## config.mk

```make
export PLATFORM = sky130hd
export DESIGN_NAME = vsa_div
export DESIGN_NICKNAME = d
export VERILOG_FILES = /design/src/rtl/core/vsa_pkg.sv /design/src/rtl/core/vsa_div.sv
export SDC_FILE = /design/constraint.sdc
export NUM_CORES = 1
export LEC_CHECK = 0
export CAP_MARGIN = 20
export CELL_PAD_IN_SITES_DETAIL_PLACEMENT = 0
export CELL_PAD_IN_SITES_GLOBAL_PLACEMENT = 1
export CORE_UTILIZATION = 50
export DETAILED_ROUTE_END_ITERATION = 10
export DONT_BUFFER_PORTS = 1
export PLACE_DENSITY_LB_ADDON = 0.1
export SLEW_MARGIN = 10
export SYNTH_ARGS = -nofsm -noshare
export SYNTH_HDL_FRONTEND = slang
export SYNTH_SLANG_ARGS = --single-unit
export TNS_END_PERCENT = 1
```

## constraint.sdc

```tcl
create_clock -name clk -period 3.77 [get_ports clk]
set_input_delay 0 -clock clk [delete_from_list [all_inputs] [get_ports clk]]
set_output_delay 0 -clock clk [all_outputs]
set_load 0.02 [all_outputs]
```

## src/rtl/core/vsa_pkg.sv

```systemverilog
`timescale 1ns / 1ps
// ----------------------------------------------------------------------------
// vsa_pkg
// Shared constants and types for the voxel statistics accumulator.
// ----------------------------------------------------------------------------
package vsa_pkg;

    localparam int STORE_DEPTH = 4096;
    localparam int ADDR_W      = 12;
    localparam int POS_W       = 24;
    localparam int RES_W       = 16;
    localparam int CNT_W       = 16;
    localparam int SUM_W       = 40;
    localparam int MOM_W       = 64;
    localparam logic [CNT_W-1:0] COUNT_MAX = 16'hFFFF;
    localparam logic [MOM_W-1:0] MOMENT_ONE = 64'd65536;

    // Configuration register indexes.
    localparam logic [2:0] REG_RES_X    = 3'd0;
    localparam logic [2:0] REG_RES_Y    = 3'd1;
    localparam logic [2:0] REG_RES_Z    = 3'd2;
    localparam logic [2:0] REG_ORIGIN_X = 3'd3;
    localparam logic [2:0] REG_ORIGIN_Y = 3'd4;
    localparam logic [2:0] REG_ORIGIN_Z = 3'd5;
    localparam logic [2:0] REG_MIN_PTS  = 3'd6;

    // Request to the shared divider.
    typedef struct packed {
        logic              start;
        logic              num_neg;
        logic [SUM_W-1:0]  num_mag;
        logic [RES_W-1:0]  den;
        logic              floor_mode;
    } div_req_t;

    // Result from the shared divider.
    typedef struct packed {
        logic                done;
        logic signed [SUM_W:0] quot;
    } div_rsp_t;

endpackage

```

## src/rtl/core/vsa_div.sv

```systemverilog
`timescale 1ns / 1ps
// ----------------------------------------------------------------------------
// vsa_div
// Sequential restoring divider, one quotient bit per cycle.
// Divides a signed magnitude by an unsigned 16-bit divisor, truncating or
// flooring.
// ----------------------------------------------------------------------------
module vsa_div
    import vsa_pkg::*;
(
    input  logic     clk,
    input  logic     rst_n,
    input  div_req_t req,
    output div_rsp_t rsp
);

    localparam int STEP_W = $clog2(SUM_W + 1);

    logic              busy_reg, busy_next;
    logic [STEP_W-1:0] step_reg, step_next;
    logic [SUM_W-1:0]  quo_reg, quo_next;
    logic [RES_W:0]    rem_reg, rem_next;
    logic [RES_W-1:0]  den_reg;
    logic              neg_reg, floor_reg;
    logic [RES_W:0]    trial;
    logic [SUM_W:0]    qext;
    logic              done_flag_reg;

    // One shift-subtract step per cycle.
    always_comb
    begin
        busy_next = busy_reg;
        step_next = step_reg;
        quo_next  = quo_reg;
        rem_next  = rem_reg;
        trial     = {rem_reg[RES_W-1:0], quo_reg[SUM_W-1]};
        if (req.start)
        begin
            busy_next = 1'b1;
            step_next = STEP_W'(SUM_W);
            quo_next  = req.num_mag;
            rem_next  = '0;
        end
        else if (busy_reg)
        begin
            if (trial >= {1'b0, den_reg})
            begin
                rem_next = trial - {1'b0, den_reg};
                quo_next = {quo_reg[SUM_W-2:0], 1'b1};
            end
            else
            begin
                rem_next = trial;
                quo_next = {quo_reg[SUM_W-2:0], 1'b0};
            end
            step_next = step_reg - 1'b1;
            if (step_reg == STEP_W'(1))
            begin
                busy_next = 1'b0;
            end
        end
    end

    always_ff @(posedge clk or negedge rst_n)
    begin
        if (!rst_n)
        begin
            busy_reg <= 1'b0;
            step_reg <= '0;
        end
        else
        begin
            busy_reg <= busy_next;
            step_reg <= step_next;
        end
    end

    always_ff @(posedge clk)
    begin
        quo_reg <= quo_next;
        rem_reg <= rem_next;
        if (req.start)
        begin
            den_reg   <= req.den;
            neg_reg   <= req.num_neg;
            floor_reg <= req.floor_mode;
        end
    end

    // Apply sign; floor rounds a negative inexact quotient down.
    always_comb
    begin
        qext     = {1'b0, quo_reg};
        rsp.quot = neg_reg ? -$signed(qext) : $signed(qext);
        if (neg_reg && floor_reg && (rem_reg != '0))
        begin
            rsp.quot = rsp.quot - (SUM_W+1)'(1);
        end
        rsp.done = ~busy_reg & done_flag_reg;
    end

    // Completion is flagged with a one-cycle strobe once the last step has been taken.
    always_ff @(posedge clk or negedge rst_n)
    begin
        if (!rst_n)
        begin
            done_flag_reg <= 1'b0;
        end
        else
        begin
            done_flag_reg <= busy_reg && (step_reg == STEP_W'(1)) && !req.start;
        end
    end

endmodule

```

Word level (Yosys, flattened, before mapping). Index checks and enable logic that the tools add are counted.

$add $sub $neg: 4. Order comparisons: 1. Eq/ne operators: 1. Mux-type cells: 11. Bitwise logic cells: 2. Reduce and logical (&&, ||, !) cells: 7.

Operators with widths (count): 41-bit 2-to-1 mux (2); 40-bit 2-to-1 mux (2); 40-bit negation with 41-bit output (1); 41-bit by 2-bit subtractor with 41-bit output, second input constant (1); 17-bit by 16-bit greater-or-equal comparator with 1-bit output (1); 17-bit 2-to-1 mux (1); 17-bit nonzero test (1); 17-bit by 16-bit subtractor with 17-bit output (1); 6-bit 2-to-1 mux (2); 6-bit by 1-bit equality test with 1-bit output, second input constant (1); 6-bit by 1-bit subtractor with 6-bit output, second input constant (1); 1-bit logical AND (4); 1-bit 2-to-1 mux (4); 2-bit nonzero test (1); 1-bit bitwise AND (1); 1-bit logical NOT (1); 1-bit NOT (1).

Bits in registers: 83. Bits of input ports: 61.

Depth between registers and ports, before layout.
Depth after elaboration: 4. Depth in mapped cells: 14. Mapped depth without buffers: 12.

Worst setup path before layout. OpenSTA, ideal clock, no wires.

Path kind: reg2out. From: register quo_reg[0]. To: output port rsp[36] (netlist name). Data arrival time: 3.366 ns. Data required time: 3.770 ns. Path slack: 0.404 ns. Cell stages (with the launch flop): 13. Path buffers: 1. Cell sequence: edfxtp_1 -> buf_2 -> inv_1 -> ha_1 -> nor2b_1 -> nand4_4 -> o41ai_4 -> xor2_2 -> o2111ai_2 -> or4_4 -> nor3_4 -> nand3_1 -> xor2_1.

RTL lines: start: declaration (line vsa_div.sv:21) `logic [SUM_W-1:0] quo_reg, quo_next;`; start signal: assignment (line vsa_div.sv:80) `quo_reg <= quo_next;`; end: declaration (line vsa_div.sv:14) `output div_rsp_t rsp`.

==> flow_summary.json <==
{
  "num_vias": 5871,
  "path_max_fanout": 5,
  "post-route-util_pct": 66.5,
  "routed.top_layer": "met4",
  "tns_ns": -0.0598,
  "htree_levels": 3,
  "antenna_found_initial": 0,
  "outcome": "complete, but fails checks",
  "drv_cap": 0,
  "endpoint_kind": "output pin",
  "grt_overflow": 0,
  "nNetsFinal": 914,
  "drt_iter0_drc": 334,
  "powerDensity_nw_per_um2": 508,
  "drc": 0,
  "synth_top_area_share_pct": 26.4,
  "cp-start-kind": "flip-flop",
  "totalWireLength_um": 17700,
  "drive_gt1_share_pct": 25.8,
  "setup_slack_ns": -0.0424,
  "dp_hpwl_um": 11700,
  "slew_viol_final": 0,
  "grt_usage_pct": 26.4,
  "skew_ns": 0.00679,
  "synthTopCellsByArea": "edfxtp_1 26%, mux2_2 6.0%, xnor2_1 5.8%",
  "dr.pass1.iters": 5,
  "ctsRootBufferMaster": "clkbuf_16",
  "max_freq_mhz": 262,
  "yosys.area.top_type": "edfxtp_1",
  "die-area_um2": 13700,
  "first_global_vias": 5633,
  "hold_path_depth": 1,
  "required_ns": 3.77,
  "synth_flop_cell": "edfxtp_1",
  "hold_viol": 0,
  "ys_seq_elements": 83,
  "fillCellCount": 1041,
  "numCtsBuffers": 9,
  "syn_area_um2": 6610,
  "rows": 41,
  "final_cells": 1009,
  "detail-route-antenna-nets": 0,
  "hold_path.class": "in -> reg",
  "reg2reg_depth": 12,
  "finalInstanceArea_um2": 8490,
  "wl_met1_um": 7570,
  "grt_max_degree": 91,
  "place_area_um2": 7030,
  "syn_avg_cell_area_um2": 9.40,
  "synthCells": 703,
  "path_class": "reg -> out",
  "violations": "setup timing",
  "dp_cells": 886,
  "synth_most_common_cell": "nor2_1",
  "yosysSeqAreaShare_pct": 34.5,
  "ff_latch_area_um2": 2280,
  "largest_reg_flops": 40,
  "synth_edf_count": 58,
  "routed_via_density": 5.82,
  "synthArstFlopShare_pct": 9.64,
  "io_buffers": 0,
  "clkTransAtPathRegs_ns": 0.06,
  "route.met3.wl_um": 696,
  "area_growth_pct": 28.5,
  "syn-num-nets": 785,
  "p_total_mw": 4.31,
  "die_w_um": 117,
  "finalCriticalPeriod_ns": 3.81,
  "arrival_ns": 3.81,
  "place_congestion": 0.892,
  "core_um2": 12800,
  "vdd_ir_drop_max_mv": 0.438,
  "worstMarginPinSlew_ns": 0.613,
  "ctsLongestPathBuffers": 2,
  "antenna_cells": 0,
  "yosys_warnings": 0,
  "start_util_pct": 51.7,
  "yosysUniqueCellTypes": 88,
  "clkSinkCount": 83,
  "io_pins": 103,
  "rsz0062_at_grt": "true",
  "dr_wl_met2_um": 9020,
  "slew_headroom_pct": 58.9,
  "synth_common_cells": "64 x nor2_1, 58 x edfxtp_1, 48 x nand2_1, 44 x xnor2_1, 35 x mux2_2",
  "period_share_pct": 101,
  "grt_pass1_wl_um": 27700,
  "clkLatencyLatePin_ns": 0.36,
  "r2r_slack_ns": 0.54,
  "die-height_um": 117,
  "cts_tree": "done",
  "leakagePower_nw": 3.30,
  "finalSetupViolCount": 2,
  "multi_input_area_um2": 4180,
  "wire_per_inst_um": 17.5
}
==> path summary, 6_finish.rpt <==
check	to	startpoint
max in group asynchronous	step_reg[1]	rst_n
worst max register to register	rem_reg[14]	quo_reg[39]
worst max-delay path	rsp[40]	quo_reg[28]
worst min-delay path	den_reg[9]	req[58]
worst min register to register	rem_reg[10]	rem_reg[10]
min in group asynchronous	done_flag_reg	rst_n
==> cell type report <==
class,instances,share of cell area (%)
Clock inverter,4,0.369
Inverter,33,1.46
Timing Repair Buffer,159,16.3
Sequential cell,83,26.9
Clock buffer,12,3.15
Multi-Input combinational cell,546,49.3
Tap cell,172,2.54
==> repair_timing <==
action / in CTS / in global routing
endpoints found under the setup margin: 23 / 20
pin swaps: 13 / 20
resized for setup: 24 / 13
hold buffers: 61 / 0
hold endpoints to repair: 109 / 0
buffers inserted: 22 / 24
==> metrics by stage <==
stage | setup WS, ns | hold WS (ns)
floorplan | 0.404 | -0.296
global placement | 0.0870 | -0.295
detailed placement | -0.0382 | -0.295
CTS | -0.00164 | 0.0611
global route | -0.166 | 0.0711
finish | -0.0424 | 0.0682
==> worst max-delay path, cell delays in order (launching register included) <==
cell	delay, ns
edfxtp_1	0.46
or4_4	0.59
or4_4	0.47
or3_1	0.44
o41ai_2	0.29
xor2_1	0.26
and3_1	0.23
and3_1	0.24
and3_1	0.20
o22ai_2	0.09
buf_4	0.19
==> metal layers <==
metal	GRT usage [%]	vias up
li1	-	2850
met1	30.8	2834
met2	47.3	155
met3	5.51	32
met4	10.5	0
met5	0	-
==> power breakdown <==
group	internal [mW]	total, mW	switching [mW]
clock	0.508	0.889	0.381
combinational	0.922	2.09	1.17
sequential	1.15	1.33	0.181
total	2.58	4.31	1.73
==> cells by family after synthesis <==
kind of cell,count (synthesis),synth area share [%]
xor+xnor,80,10.8
compound gates,146,16.7
mux,44,7.33
fa+ha+maj,21,4.09
buf+inv,74,4.96
flops,83,34.5
simple gates,255,21.5
==> layout by cell type (no fill, tap or decap), types with 8 or more instances in the layout <==
| cell type | instances |
|---|---|
| xnor2_1 | 42 |
| mux2_2 | 35 |
| buf_4 | 95 |
| a211oi_1 | 16 |
| nor2b_1 | 9 |
| nand2b_1 | 12 |
| clkbuf_16 | 10 |
| mux2i_1 | 9 |
| dfrtp_1 | 8 |
| nand2_1 | 47 |
| o21ai_0 | 25 |
| nand4_1 | 13 |
| o31ai_1 | 13 |
| edfxtp_1 | 58 |
| xor2_1 | 34 |
| nor3_1 | 21 |
| inv_1 | 31 |
| a21oi_1 | 23 |
| nor2_1 | 64 |
| ha_1 | 19 |
| dfxtp_1 | 17 |
| dlygate4sd3_1 | 60 |
| nand3_1 | 13 |
Power figures use the tool's default switching activity.
